**src/pcse_pkg.sv**
```systemverilog
`default_nettype none
// ---------------------------------------------------------------------------
// pcse_pkg
// Shared types and constants of the PIM command step expander.
// ---------------------------------------------------------------------------
package pcse_pkg;

    // Width of a loop count held in a configuration register.
    localparam int CNT_W = 3;
    // Channel selection vector: one bit for every channel index a count can reach.
    localparam int CHAN_SEL_W = 2 ** CNT_W;
    localparam int CHAN_IDX_W = CNT_W;
    // Width of the emitted-step counter (at most 64 steps per command).
    localparam int STEP_CNT_W = 6;
    localparam logic [STEP_CNT_W-1:0] STEP_CAP_LAST = '1;

    // Configuration register indexes.
    localparam logic [1:0] CFG_CHANNELS = 2'd0;
    localparam logic [1:0] CFG_BANKS    = 2'd1;
    localparam logic [1:0] CFG_LANES    = 2'd2;

    // Command opcodes.
    localparam logic [3:0] KIND_WR_GB   = 4'd0;
    localparam logic [3:0] KIND_WR_BIAS = 4'd1;
    localparam logic [3:0] KIND_MAC_ABK = 4'd2;
    localparam logic [3:0] KIND_MAC_SBK = 4'd3;
    localparam logic [3:0] KIND_RD_MAC  = 4'd4;
    localparam logic [3:0] KIND_WR_SBK  = 4'd5;
    localparam logic [3:0] KIND_RD_SBK  = 4'd6;

    // Micro-step kinds.
    typedef enum logic [2:0] {
        STEP_WR_GLOBAL_LANE = 3'd0,
        STEP_WR_BIAS_BANK   = 3'd1,
        STEP_MAC_LANE       = 3'd2,
        STEP_RD_MAC_BANK    = 3'd3,
        STEP_WR_SBK_LANE    = 3'd4,
        STEP_RD_SBK_LANE    = 3'd5
    } step_kind_t;

    // One classified command, as queued between the front and the back.
    typedef struct packed {
        step_kind_t              skind;
        logic [CHAN_SEL_W-1:0]   chan_sel;
        logic [CNT_W-1:0]        bank_n;
        logic [CNT_W-1:0]        lane_n;
        logic                    fixed_bank;
        logic [1:0]              bank;
        logic [13:0]             row;
        logic [6:0]              col;
        logic [8:0]              reg_val;
    } cmd_t;

endpackage : pcse_pkg
`default_nettype wire

```
**src/pcse_front.sv**
```systemverilog
`default_nettype none
// ---------------------------------------------------------------------------
// pcse_front
// Accepts commands, resolves the channel set and loop bounds, and drops
// commands that expand into no steps.
// ---------------------------------------------------------------------------
module pcse_front
    import pcse_pkg::*;
#(
    parameter int MAX_CHANNELS = 4,
    parameter int MAX_BANKS    = 4,
    parameter int MAX_LANES    = 4
) (
    input  wire logic              s_valid,
    output logic                   s_ready,
    input  wire logic [3:0]        s_kind,
    input  wire logic signed [2:0] s_forced_channel,
    input  wire logic              s_all_channels,
    input  wire logic [3:0]        s_channel_mask,
    input  wire logic signed [2:0] s_bank_field,
    input  wire logic signed [14:0] s_row_field,
    input  wire logic signed [7:0] s_col_field,
    input  wire logic signed [8:0] s_reg_field,
    input  wire logic [CNT_W-1:0]  channels_in_use,
    input  wire logic [CNT_W-1:0]  banks_in_use,
    input  wire logic [CNT_W-1:0]  lanes_in_use,
    output logic                   push_valid,
    input  wire logic              push_ready,
    output cmd_t                   push_cmd
);

    localparam logic [4:0] MAX_CH_W = 5'(MAX_CHANNELS);
    localparam logic [4:0] MAX_BK_W = 5'(MAX_BANKS);
    localparam logic [4:0] MAX_LN_W = 5'(MAX_LANES);

    logic [CNT_W-1:0]      nch;
    logic [CNT_W-1:0]      nbk;
    logic [CNT_W-1:0]      nln;
    logic [CHAN_SEL_W-1:0] mask_sel;
    logic [8:0]            reg_nn;
    logic [6:0]            col_nn;
    logic                  is_op;
    logic                  uses_banks;
    logic                  uses_lanes;
    logic                  empty;

    // Loop counts saturate at the parameterised maxima.
    assign nch = ({2'b00, channels_in_use} > MAX_CH_W) ? MAX_CH_W[CNT_W-1:0] : channels_in_use;
    assign nbk = ({2'b00, banks_in_use} > MAX_BK_W) ? MAX_BK_W[CNT_W-1:0] : banks_in_use;
    assign nln = ({2'b00, lanes_in_use} > MAX_LN_W) ? MAX_LN_W[CNT_W-1:0] : lanes_in_use;

    // Negative fields count as zero.
    assign reg_nn = s_reg_field[8] ? 9'd0 : {1'b0, s_reg_field[7:0]};
    assign col_nn = s_col_field[7] ? 7'd0 : s_col_field[6:0];

    // Channels below the count that the mask or the all flag selects.
    always_comb begin
        for (int i = 0; i < CHAN_SEL_W; i++) begin
            mask_sel[i] = (CNT_W'(i) < nch) &&
                          (s_all_channels || ((i < 4) && s_channel_mask[i % 4]));
        end
    end

    // Opcode decode into step kind and loop shape, plus the channel set.
    always_comb begin
        is_op                = 1'b1;
        uses_banks           = 1'b0;
        uses_lanes           = 1'b0;
        push_cmd.skind       = STEP_WR_GLOBAL_LANE;
        push_cmd.fixed_bank  = 1'b0;
        push_cmd.reg_val     = reg_nn;
        unique case (s_kind)
            KIND_WR_GB: begin
                uses_lanes       = 1'b1;
                push_cmd.reg_val = reg_nn + 9'(col_nn);
            end
            KIND_WR_BIAS: begin
                push_cmd.skind = STEP_WR_BIAS_BANK;
                uses_banks     = 1'b1;
            end
            KIND_MAC_ABK: begin
                push_cmd.skind = STEP_MAC_LANE;
                uses_banks     = 1'b1;
                uses_lanes     = 1'b1;
            end
            KIND_MAC_SBK: begin
                push_cmd.skind      = STEP_MAC_LANE;
                uses_lanes          = 1'b1;
                push_cmd.fixed_bank = 1'b1;
            end
            KIND_RD_MAC: begin
                push_cmd.skind = STEP_RD_MAC_BANK;
                uses_banks     = 1'b1;
            end
            KIND_WR_SBK: begin
                push_cmd.skind      = STEP_WR_SBK_LANE;
                uses_lanes          = 1'b1;
                push_cmd.fixed_bank = 1'b1;
                push_cmd.reg_val    = reg_nn + 9'(col_nn);
            end
            KIND_RD_SBK: begin
                push_cmd.skind      = STEP_RD_SBK_LANE;
                uses_lanes          = 1'b1;
                push_cmd.fixed_bank = 1'b1;
                push_cmd.reg_val    = reg_nn + 9'(col_nn);
            end
            default: begin
                is_op = 1'b0;
            end
        endcase

        // Channel set: forced channel, else the mask selection, else channel zero.
        push_cmd.chan_sel = '0;
        if (!s_forced_channel[2]) begin
            push_cmd.chan_sel[s_forced_channel[1:0]] = 1'b1;
        end else if (mask_sel == '0) begin
            push_cmd.chan_sel[0] = 1'b1;
        end else begin
            push_cmd.chan_sel = mask_sel;
        end

        push_cmd.bank_n = uses_banks ? nbk : CNT_W'(1);
        push_cmd.lane_n = uses_lanes ? nln : CNT_W'(1);
        push_cmd.bank   = s_bank_field[2] ? 2'd0 : s_bank_field[1:0];
        push_cmd.row    = s_row_field[14] ? 14'd0 : s_row_field[13:0];
        push_cmd.col    = col_nn;
    end

    // No-op opcodes and zero bank or lane counts are consumed without a queue entry.
    assign empty      = !is_op || (push_cmd.bank_n == '0) || (push_cmd.lane_n == '0);
    assign s_ready    = push_ready;
    assign push_valid = s_valid && !empty;

endmodule : pcse_front
`default_nettype wire

```
**src/pcse_queue.sv**
```systemverilog
`default_nettype none
// ---------------------------------------------------------------------------
// pcse_queue
// Two-entry command queue that decouples the front from the back.
// ---------------------------------------------------------------------------
module pcse_queue
    import pcse_pkg::*;
(
    input  wire logic aclk,
    input  wire logic aresetn,
    input  wire logic push_valid,
    output logic      push_ready,
    input  wire cmd_t push_cmd,
    output logic      pop_valid,
    input  wire logic pop,
    output cmd_t      pop_cmd
);

    cmd_t       entry_reg [2];
    logic       wr_ptr_reg;
    logic       wr_ptr_next;
    logic       rd_ptr_reg;
    logic       rd_ptr_next;
    logic [1:0] fill_reg;
    logic [1:0] fill_next;
    logic       do_push;
    logic       do_pop;

    assign push_ready = (fill_reg != 2'd2);
    assign pop_valid  = (fill_reg != 2'd0);
    assign do_push    = push_valid && push_ready;
    assign do_pop     = pop && pop_valid;
    assign pop_cmd    = entry_reg[rd_ptr_reg];

    // Pointer and fill level update.
    always_comb begin
        wr_ptr_next = wr_ptr_reg ^ do_push;
        rd_ptr_next = rd_ptr_reg ^ do_pop;
        fill_next   = fill_reg + 2'(do_push) - 2'(do_pop);
    end

    always_ff @(posedge aclk) begin
        if (!aresetn) begin
            wr_ptr_reg <= 1'b0;
            rd_ptr_reg <= 1'b0;
            fill_reg   <= 2'd0;
        end else begin
            wr_ptr_reg <= wr_ptr_next;
            rd_ptr_reg <= rd_ptr_next;
            fill_reg   <= fill_next;
        end
    end

    // Entry storage.
    always_ff @(posedge aclk) begin
        if (do_push) begin
            entry_reg[wr_ptr_reg] <= push_cmd;
        end
    end

endmodule : pcse_queue
`default_nettype wire

```
**src/pcse_back.sv**
```systemverilog
`default_nettype none
// ---------------------------------------------------------------------------
// pcse_back
// Step sequencer: walks channels, banks and lanes of the head command and
// drives one micro-step per cycle into the output register unless m_ready stalls it.
// ---------------------------------------------------------------------------
module pcse_back
    import pcse_pkg::*;
(
    input  wire logic   aclk,
    input  wire logic   aresetn,
    input  wire logic   cmd_valid,
    input  wire cmd_t   cmd,
    output logic        cmd_pop,
    output logic        m_valid,
    input  wire logic   m_ready,
    output logic [2:0]  m_step_kind,
    output logic [1:0]  m_step_channel,
    output logic [1:0]  m_step_bank,
    output logic [13:0] m_step_row,
    output logic [6:0]  m_step_col,
    output logic [1:0]  m_step_lane,
    output logic [8:0]  m_step_reg,
    output logic        m_last_step
);

    logic [CNT_W-1:0]      bank_reg;
    logic [CNT_W-1:0]      bank_next;
    logic [CNT_W-1:0]      lane_reg;
    logic [CNT_W-1:0]      lane_next;
    logic [CHAN_SEL_W-1:0] done_reg;
    logic [CHAN_SEL_W-1:0] done_next;
    logic [STEP_CNT_W-1:0] count_reg;
    logic [STEP_CNT_W-1:0] count_next;
    logic                  valid_reg;
    logic                  valid_next;

    logic [2:0]  kind_reg;
    logic [1:0]  chan_reg;
    logic [1:0]  bank_out_reg;
    logic [13:0] row_reg;
    logic [6:0]  col_reg;
    logic [1:0]  lane_out_reg;
    logic [8:0]  reg_out_reg;
    logic        last_reg;

    logic [CHAN_SEL_W-1:0] rem;
    logic [CHAN_SEL_W-1:0] low_bit;
    logic [CHAN_IDX_W-1:0] cur_chan;
    logic                  more_chan;
    logic                  end_lane;
    logic                  end_bank;
    logic                  last;
    logic                  fire;

    // Remaining channels and the lowest one of them.
    assign rem = cmd.chan_sel & ~done_reg;
    always_comb begin
        cur_chan = '0;
        for (int i = CHAN_SEL_W - 1; i >= 0; i--) begin
            if (rem[i]) begin
                cur_chan = CHAN_IDX_W'(i);
            end
        end
    end
    assign low_bit   = CHAN_SEL_W'(1) << cur_chan;
    assign more_chan = |(rem & ~low_bit);

    // Loop end detection and the step cap.
    assign end_lane = (lane_reg == cmd.lane_n - CNT_W'(1));
    assign end_bank = (bank_reg == cmd.bank_n - CNT_W'(1));
    assign last     = (end_lane && end_bank && !more_chan) || (count_reg == STEP_CAP_LAST);
    assign fire     = cmd_valid && (!valid_reg || m_ready);
    assign cmd_pop  = fire && last;

    // Loop counter update.
    always_comb begin
        bank_next  = bank_reg;
        lane_next  = lane_reg;
        done_next  = done_reg;
        count_next = count_reg;
        if (fire) begin
            if (last) begin
                bank_next  = '0;
                lane_next  = '0;
                done_next  = '0;
                count_next = '0;
            end else begin
                count_next = count_reg + STEP_CNT_W'(1);
                if (end_lane) begin
                    lane_next = '0;
                    if (end_bank) begin
                        bank_next = '0;
                        done_next = done_reg | low_bit;
                    end else begin
                        bank_next = bank_reg + CNT_W'(1);
                    end
                end else begin
                    lane_next = lane_reg + CNT_W'(1);
                end
            end
        end
    end

    // Output register valid.
    always_comb begin
        if (fire) begin
            valid_next = 1'b1;
        end else if (m_ready) begin
            valid_next = 1'b0;
        end else begin
            valid_next = valid_reg;
        end
    end

    always_ff @(posedge aclk) begin
        if (!aresetn) begin
            bank_reg  <= '0;
            lane_reg  <= '0;
            done_reg  <= '0;
            count_reg <= '0;
            valid_reg <= 1'b0;
        end else begin
            bank_reg  <= bank_next;
            lane_reg  <= lane_next;
            done_reg  <= done_next;
            count_reg <= count_next;
            valid_reg <= valid_next;
        end
    end

    // Output payload register.
    always_ff @(posedge aclk) begin
        if (fire) begin
            kind_reg     <= cmd.skind;
            chan_reg     <= cur_chan[1:0];
            bank_out_reg <= cmd.fixed_bank ? cmd.bank : bank_reg[1:0];
            row_reg      <= cmd.row;
            col_reg      <= cmd.col;
            lane_out_reg <= lane_reg[1:0];
            reg_out_reg  <= cmd.reg_val;
            last_reg     <= last;
        end
    end

    assign m_valid        = valid_reg;
    assign m_step_kind    = kind_reg;
    assign m_step_channel = chan_reg;
    assign m_step_bank    = bank_out_reg;
    assign m_step_row     = row_reg;
    assign m_step_col     = col_reg;
    assign m_step_lane    = lane_out_reg;
    assign m_step_reg     = reg_out_reg;
    assign m_last_step    = last_reg;

endmodule : pcse_back
`default_nettype wire

```
**src/pim_command_step_expander.sv**
```systemverilog
`default_nettype none
// ---------------------------------------------------------------------------
// pim_command_step_expander
// Expands processing-in-memory commands into per-channel, per-bank and
// per-lane micro-steps.
// ---------------------------------------------------------------------------
// A command is accepted when the two-entry queue has room, and the back-end
// sequencer then emits one micro-step per cycle while m_ready does not stall
// the output: a command has as many steps as selected channels times banks
// times lanes, at most 64, so the step sequencer sets the rate. Commands that
// expand into no steps (unknown opcodes, zero bank or lane counts) are taken
// when the queue has room and produce nothing. The final step of each command
// carries last_step. Configuration writes are always accepted and take effect
// on the next command.
module pim_command_step_expander
    import pcse_pkg::*;
#(
    parameter int MAX_CHANNELS = 4,
    parameter int MAX_BANKS    = 4,
    parameter int MAX_LANES    = 4
) (
    input  wire logic               aclk,
    input  wire logic               aresetn,
    input  wire logic               cfg_valid,
    output logic                    cfg_ready,
    input  wire logic [1:0]         cfg_index,
    input  wire logic [CNT_W-1:0]   cfg_data,
    input  wire logic               s_valid,
    output logic                    s_ready,
    input  wire logic [3:0]         s_kind,
    input  wire logic signed [2:0]  s_forced_channel,
    input  wire logic               s_all_channels,
    input  wire logic [3:0]         s_channel_mask,
    input  wire logic signed [2:0]  s_bank_field,
    input  wire logic signed [14:0] s_row_field,
    input  wire logic signed [7:0]  s_col_field,
    input  wire logic signed [8:0]  s_reg_field,
    output logic                    m_valid,
    input  wire logic               m_ready,
    output logic [2:0]              m_step_kind,
    output logic [1:0]              m_step_channel,
    output logic [1:0]              m_step_bank,
    output logic [13:0]             m_step_row,
    output logic [6:0]              m_step_col,
    output logic [1:0]              m_step_lane,
    output logic [8:0]              m_step_reg,
    output logic                    m_last_step
);

    logic [CNT_W-1:0] channels_reg;
    logic [CNT_W-1:0] banks_reg;
    logic [CNT_W-1:0] lanes_reg;
    logic             cfg_we;
    logic             push_valid;
    logic             push_ready;
    cmd_t             push_cmd;
    logic             pop_valid;
    logic             pop;
    cmd_t             pop_cmd;

    // Configuration registers; writes beyond the register list are ignored.
    assign cfg_ready = 1'b1;
    assign cfg_we    = cfg_valid && cfg_ready;

    always_ff @(posedge aclk) begin
        if (!aresetn) begin
            channels_reg <= CNT_W'(4);
            banks_reg    <= CNT_W'(4);
            lanes_reg    <= CNT_W'(4);
        end else if (cfg_we) begin
            unique case (cfg_index)
                CFG_CHANNELS: channels_reg <= cfg_data;
                CFG_BANKS:    banks_reg    <= cfg_data;
                CFG_LANES:    lanes_reg    <= cfg_data;
                default:      ;
            endcase
        end
    end

    // Front end: command classification.
    pcse_front #(
        .MAX_CHANNELS (MAX_CHANNELS),
        .MAX_BANKS    (MAX_BANKS),
        .MAX_LANES    (MAX_LANES)
    ) u_front (
        .s_valid          (s_valid),
        .s_ready          (s_ready),
        .s_kind           (s_kind),
        .s_forced_channel (s_forced_channel),
        .s_all_channels   (s_all_channels),
        .s_channel_mask   (s_channel_mask),
        .s_bank_field     (s_bank_field),
        .s_row_field      (s_row_field),
        .s_col_field      (s_col_field),
        .s_reg_field      (s_reg_field),
        .channels_in_use  (channels_reg),
        .banks_in_use     (banks_reg),
        .lanes_in_use     (lanes_reg),
        .push_valid       (push_valid),
        .push_ready       (push_ready),
        .push_cmd         (push_cmd)
    );

    // Command queue between front and back.
    pcse_queue u_queue (
        .aclk       (aclk),
        .aresetn    (aresetn),
        .push_valid (push_valid),
        .push_ready (push_ready),
        .push_cmd   (push_cmd),
        .pop_valid  (pop_valid),
        .pop        (pop),
        .pop_cmd    (pop_cmd)
    );

    // Back end: step sequencer and output register.
    pcse_back u_back (
        .aclk           (aclk),
        .aresetn        (aresetn),
        .cmd_valid      (pop_valid),
        .cmd            (pop_cmd),
        .cmd_pop        (pop),
        .m_valid        (m_valid),
        .m_ready        (m_ready),
        .m_step_kind    (m_step_kind),
        .m_step_channel (m_step_channel),
        .m_step_bank    (m_step_bank),
        .m_step_row     (m_step_row),
        .m_step_col     (m_step_col),
        .m_step_lane    (m_step_lane),
        .m_step_reg     (m_step_reg),
        .m_last_step    (m_last_step)
    );

endmodule : pim_command_step_expander
`default_nettype wire
```
**config.mk**
```make
export PLATFORM = sky130hd
export DESIGN_NAME = pim_command_step_expander
export DESIGN_NICKNAME = d
export VERILOG_FILES = /design/src/pcse_pkg.sv /design/src/pcse_front.sv /design/src/pcse_queue.sv /design/src/pcse_back.sv /design/src/pim_command_step_expander.sv
export SDC_FILE = /design/constraint.sdc
export NUM_CORES = 1
export LEC_CHECK = 0
export ABC_AREA = 1
export BUFFER_PORTS_ARGS = -buffer_cell sky130_fd_sc_hd__buf_4
export CAP_MARGIN = 15
export CORE_ASPECT_RATIO = 1.4
export CORE_MARGIN = 4
export CORE_UTILIZATION = 30
export DETAILED_ROUTE_END_ITERATION = 10
export PLACE_DENSITY_LB_ADDON = 0.25
export SETUP_SLACK_MARGIN = 0.3
export SKIP_CTS_REPAIR_TIMING = 1
export SLEW_MARGIN = 20
export SYNTH_ARGS = -nofsm -noshare
export SYNTH_HDL_FRONTEND = slang
export SYNTH_HIERARCHICAL = 1
export SYNTH_SLANG_ARGS = --single-unit
```
**constraint.sdc**
```tcl
create_clock -name aclk -period 4.45 [get_ports aclk]
set_clock_uncertainty 0.2 [all_clocks]
set_input_delay 0.2225 -clock aclk [delete_from_list [all_inputs] [get_ports aclk]]
set_output_delay 0.2225 -clock aclk [all_outputs]
set_load 0.02 [all_outputs]
```
======== Yosys cells after proc, flatten, opt, wreduce, memory -nomap -nowiden ========
Memory sizes are Yosys's and may differ from the RTL's. A register that Yosys moved wholly into a read port is not among the register bits.
Index checks and enable logic that the tools add are counted.
storage, ports and cells
  memory bits (read-only) ................. 0
  bits in latches ......................... 0
  memories kept ........................... 1
  word-level logic and storage cells ...... 153
  bits in writable memories ............... 100
  register bits ........................... 74
memories
  memory             words  width  read ports  clocked after memory_dff  write ports  line              text
  u_queue.entry_reg  2      50     1           1                         1            pcse_queue.sv:19  cmd_t entry_reg [2];
cells by class
  bitwise operators ....................... 7
  multiplexer cells ....................... 43
  shifts and indexed selects .............. 1
  eq/ne operators ......................... 12
  $lt $le $gt $ge ......................... 13
  multiply operators ...................... 0
  reduce and logical (&&, ||, !) cells .... 49
  divide/modulo/power cells ............... 0
  add/subtract/negate cells ............... 8
operators by type and width
  operator                                               count
  2-to-1 mux 3 bit                                       18
  2-to-1 mux 8 bit                                       5
  AND 8 bit                                              2
  logical AND 1 bit                                      16
  inverter 8 bit                                         2
  one-hot mux 3 bit (5 select lines)                     1
  2-to-1 mux 14 bit                                      1
  2-to-1 mux 7 bit                                       2
  equality test 4 x 3 -> 1 bit (second input constant)   3
  less-than comparator 3 bit (first input constant)      4
  2-to-1 mux 1 bit                                       11
  adder 9 x 7 -> 9 bit                                   1
  greater-than comparator 3 bit (second input constant)  3
  2-to-1 mux 9 bit                                       1
  OR reduction 3 bit                                     3
  equality test 4 x 2 -> 1 bit (second input constant)   2
  logical NOT 8 bit                                      1
  logical OR 1 bit                                       8
  OR 8 bit                                               1
  AND reduction 2 bit                                    4
  nonzero test 2 bit                                     4
  OR reduction 8 bit                                     1
  << shifter 1 x 3 -> 8 bit (first input constant)       1
  OR reduction 7 bit                                     1
  26 further kinds                                       37

======== Logic depth before layout (Yosys ltp) ========
  depth in word-level cells ............... 21
  mapped depth ............................ 28

======== By module ========
The synthesis kept the hierarchy.
by module, submodules not included
  module                     cells each  area an instance (um2)  times used  sequential area each (um2)
  pcse_queue                 192         4,108.9                 1           3,103.0
  pcse_back                  253         2,618.8                 1           1,621.6
  pcse_front                 222         1,027.2                 1           0.0
  pim_command_step_expander  58          412.9                   1           180.2

======== Worst setup path after synthesis ========
No wires, ideal clock.
  kind .................................... input to register
  start ................................... input port s_kind[0]
  end ..................................... memory u_queue/entry_reg[1][0] in the netlist's numbering (enable)
  cell stages on the path ................. 10
  path slack .............................. 0.815 ns
  arrival ................................. 2.977 ns
  path buffers ............................ 0
  setup time .............................. 0.458 ns
  cells stage by stage .................... inv_1 nand2_1 nand2_2 nand2_2 nand2_1 nand3_1 nand2_1 nor2_1 nand2_1 nor2_1
between the ends
  word-level cells in the longest chain between the ends .. 12
  elaborated cells between the ends (all ways) .. 25
RTL lines
  element                                               line                             text
  from (decl)                                           pim_command_step_expander.sv:30  input wire logic [3:0] s_kind,
  equality test 4 x 1 -> 1 bit (tied with other cells)  pcse_front.sv:72                 unique case (s_kind)
  OR reduction 3 bit (no line)                          --
  2-to-1 mux 1 bit                                      pcse_front.sv:72
  2-to-1 mux 3 bit                                      pcse_front.sv:122                push_cmd.bank_n = uses_banks ? nbk : CNT_W'(1);
  logical NOT 3 bit                                     pcse_front.sv:130                assign empty = !is_op || (push_cmd.bank_n == '0) || (push_cmd.lane_n == '0);
  logical OR 1 bit                                      pcse_front.sv:130
  logical OR 1 bit (*)                                  pcse_front.sv:130
  logical NOT 1 bit (*)                                 pcse_front.sv:132                assign push_valid = s_valid && !empty;
  logical AND 1 bit (*)                                 pcse_front.sv:132
  via push_valid                                        pim_command_step_expander.sv:54  logic push_valid;
  logical AND 1 bit (*)                                 pcse_queue.sv:31                 assign do_push = push_valid && push_ready;
  2-to-1 mux 1 bit (*)                                  pcse_queue.sv:56                 if (do_push) begin
  2-to-1 mux 1 bit (implied by the code) (*)            pcse_queue.sv:57                 entry_reg[wr_ptr_reg] <= push_cmd;
  to (decl)                                             pcse_queue.sv:19
Mark *: on every way through the listed nets, which the timed path passes. The rest lies on a longest branch.

==> run_results.csv <==
group,metric,value,unit
placement,place_congestion,0.828,
global_routing,grt_max_degree,57,
logic_synthesis,ys_seq_elements,175,
pwr,p_leak,0.00433,µW
cts,cts_tree,"done",
sta,setup_tns,0,ns
drt,dr.first_iter.drc_count,244,
logic_synthesis,synthTopCellsByArea,"edfxtp_1 (51%), mux2_4 (9.2%), dfxtp_1 (8.6%), nand2_1 (5.9%), inv_1 (5.1%)",
cts,numCtsBuffers,17,
finish,largest_reg_flops,100,
finish,drive_above_1_share,26.4,%
cts,clockBufferDepth,2,
sta,setup_viol,0,
global_routing,antenna_found_initial,0,
pwr,peakVddDrop,0.261,mV
logic_synthesis,ys_seq_area_share,60.0,%
sta,rsz0062_at_grt,"false",
logic_synthesis,syn_area,0.00817,mm²
floorplanning,initial_core_util,30.4,%
placement,port-buffer-count,98,
logic_synthesis,synth_ff_type,"edfxtp_1",
sta,clock.fmax,0.282,GHz
floorplanning,pin_count,100,
drt,totalWireLength,16000,µm
sta,period_needed,3.54,ns
drt,first_pass_iters,4,
sta,slew_viol_final,0,
worst_setup_path,rr_worst_depth,24,
cts,clk_latency,0.43,ns
worst_setup_path,start_kind,"register",
logic_synthesis,synth_enable_flop_cells,140,
drt,drcViolationCount,0,
worst_setup_path,crit_required,4.61,ns
placement,dp_hpwl,11300,µm
pwr,p_per_area,372,mW/mm²
logic_synthesis,synth_top_cell_area_share,51.5,%
cts,h-tree-depth,4,
worst_setup_path,arrival,3.71,ns
sta,hold_viol,0,
sta,max_slew_margin,49.0,%
logic_synthesis,synth_cells,725,
cts,clk_pin_slew,0.06,ns
worst_hold_path,min_path_cells,3,
worst_setup_path,critical_path_class,"register to register",
logic_synthesis,synth.distinct_cells,39,
logic_synthesis,postSynthAreaPerCell,11.3,µm²
sta,whs,0.0122,ns
worst_setup_path,worst_setup_path_end_kind,"register",
global_routing,grt-ovfl-total,0,
global_routing,grt_pass1_vias,4986,
finish,diodes,0,
drt,vias,5177,
placement,place_area,0.00920,mm²
worst_setup_path,critical_path_peak_fanout,14,
logic_synthesis,synth_commonest_cells,"edfxtp_1 (140), nand2_1 (129), inv_1 (112)",
drt,wl_per_cell,12.8,µm
finish,synthToLayoutAreaGrowth,25.1,%
sta,finalCritPeriodShare,79.6,%
job,maxCapViolCount,0,
floorplanning,fp-row-count,71,
logic_synthesis,yosysTopAreaCell,"edfxtp_1",
global_routing,grt_pass1_wl,25300,µm
drt,ant_nets,0,
logic_synthesis,async_flop_share,0,%
floorplanning,dieHeight,203,µm
sta,worst_pin_slew,0.765,ns
logic_synthesis,synthMostInstantiatedCell,"edfxtp_1",
worst_hold_path,hold_path_class,"input pin to register",
floorplanning,die_w,147,µm
run_status,status,"complete, no violations",
floorplanning,dieArea,0.0300,mm²
logic_synthesis,synth_warnings,6,
finish,post-route-cell-area,0.0102,mm²
finish,nets,942,
cts,clockRootBuffer,"clkbuf_16",
floorplanning,core,0.0268,mm²
cts,cts_num_sinks,175,
global_routing,track_usage,10.9,%
drt,viasPerCell,4.15,
-- final timing paths --
path                                         start                       to  slack, ns
worst min-delay path                s_reg_field[4]  u_queue/entry_reg[0][4]       0.01
worst max-delay path                      register      u_queue/fill_reg[1]       0.91
worst max register to register            register      u_queue/fill_reg[1]       0.91
worst min register to register  u_back/done_reg[4]       u_back/done_reg[4]       0.27
-- where the power goes --
group	leakage, µW	switching, µW	internal [µW]
Sequential	0.00159	24.3	1850
Combinational	0.00245	232	172
Clock	0.000291	666	848
-- cell families after synthesis --
logic type / share of synthesized area, %
AND/OR/NAND/NOR: 15.6
multiplexers: 9.19
flip-flops: 60.0
AO/OA/AOI/OAI: 3.06
adder cells (fa/ha/maj): 2.39
buffers and inverters: 8.23
other: 0.0919
XOR/XNOR: 1.39
-- layer usage --
layer / vias up / global-route usage (%) / wire length, µm
li1: 2684 / - / -
met1: 2385 / 12.1 / 6480
met2: 88 / 19.8 / 8640
met3: 20 / 2.85 / 519
met4: 0 / 4.20 / 358
met5: - / 0 / 0
-- worst max-delay path, cell delays in order (launching register included) --
cell and delay (ns):
dfxtp_4 0.53, mux2_4 0.34, inv_1 0.08, ha_1 0.24, xor2_1 0.13, o21ai_0 0.12, nor2_1 0.15, nand3_1 0.08
nor2_1 0.10, nand2_1 0.06, nor2_2 0.09, nand3_2 0.13, nand2_2 0.15, nand2_2 0.07, inv_1 0.06, inv_1 0.04
nor2_2 0.20, xnor2_1 0.15, ha_1 0.18, inv_1 0.04, nand2_1 0.05, nand2_1 0.07, nand3_1 0.08, nand2_1 0.05
nor2_1 0.08
-- cells in the final DEF (no fill, tap or decap), drive strengths merged, types with 17 or more instances in the layout --
master       instances
edfxtp             140
dlygate4sd3         39
nand2              144
nand3               44
buf                103
mux2                50
inv                128
a21oi               19
nor2                80
dfxtp               35
clkbuf              17
-- stage by stage --
| stage | total power, µW | setup WS [ns] | instances | utilization (%) |
|---|---|---|---|---|
| 3_3_place_gp | 2300 | 0.865 | 1176 | 34.3 |
| 2_1_floorplan | 2160 | 0.815 | 728 | - |
| 6_report | 3800 | 0.908 | 1248 | 38.1 |
| 4_1_cts | 3840 | 0.742 | 1208 | 36.5 |
| 5_1_grt | 3970 | 0.445 | 1248 | 38.1 |
| 3_5_place_dp | 2300 | 0.782 | 1176 | 34.3 |
-- layout make-up --
type | instances | area, µm²
fill | 2700 | 16600
sequential | 175 | 4910
multi-input combinational | 413 | 2610
timing repair buffer | 142 | 1180
inverter | 121 | 458
tap | 365 | 457
clock buffer | 17 | 425
clock inverter | 15 | 175
No activity file was read; power rests on OpenSTA's default activity.
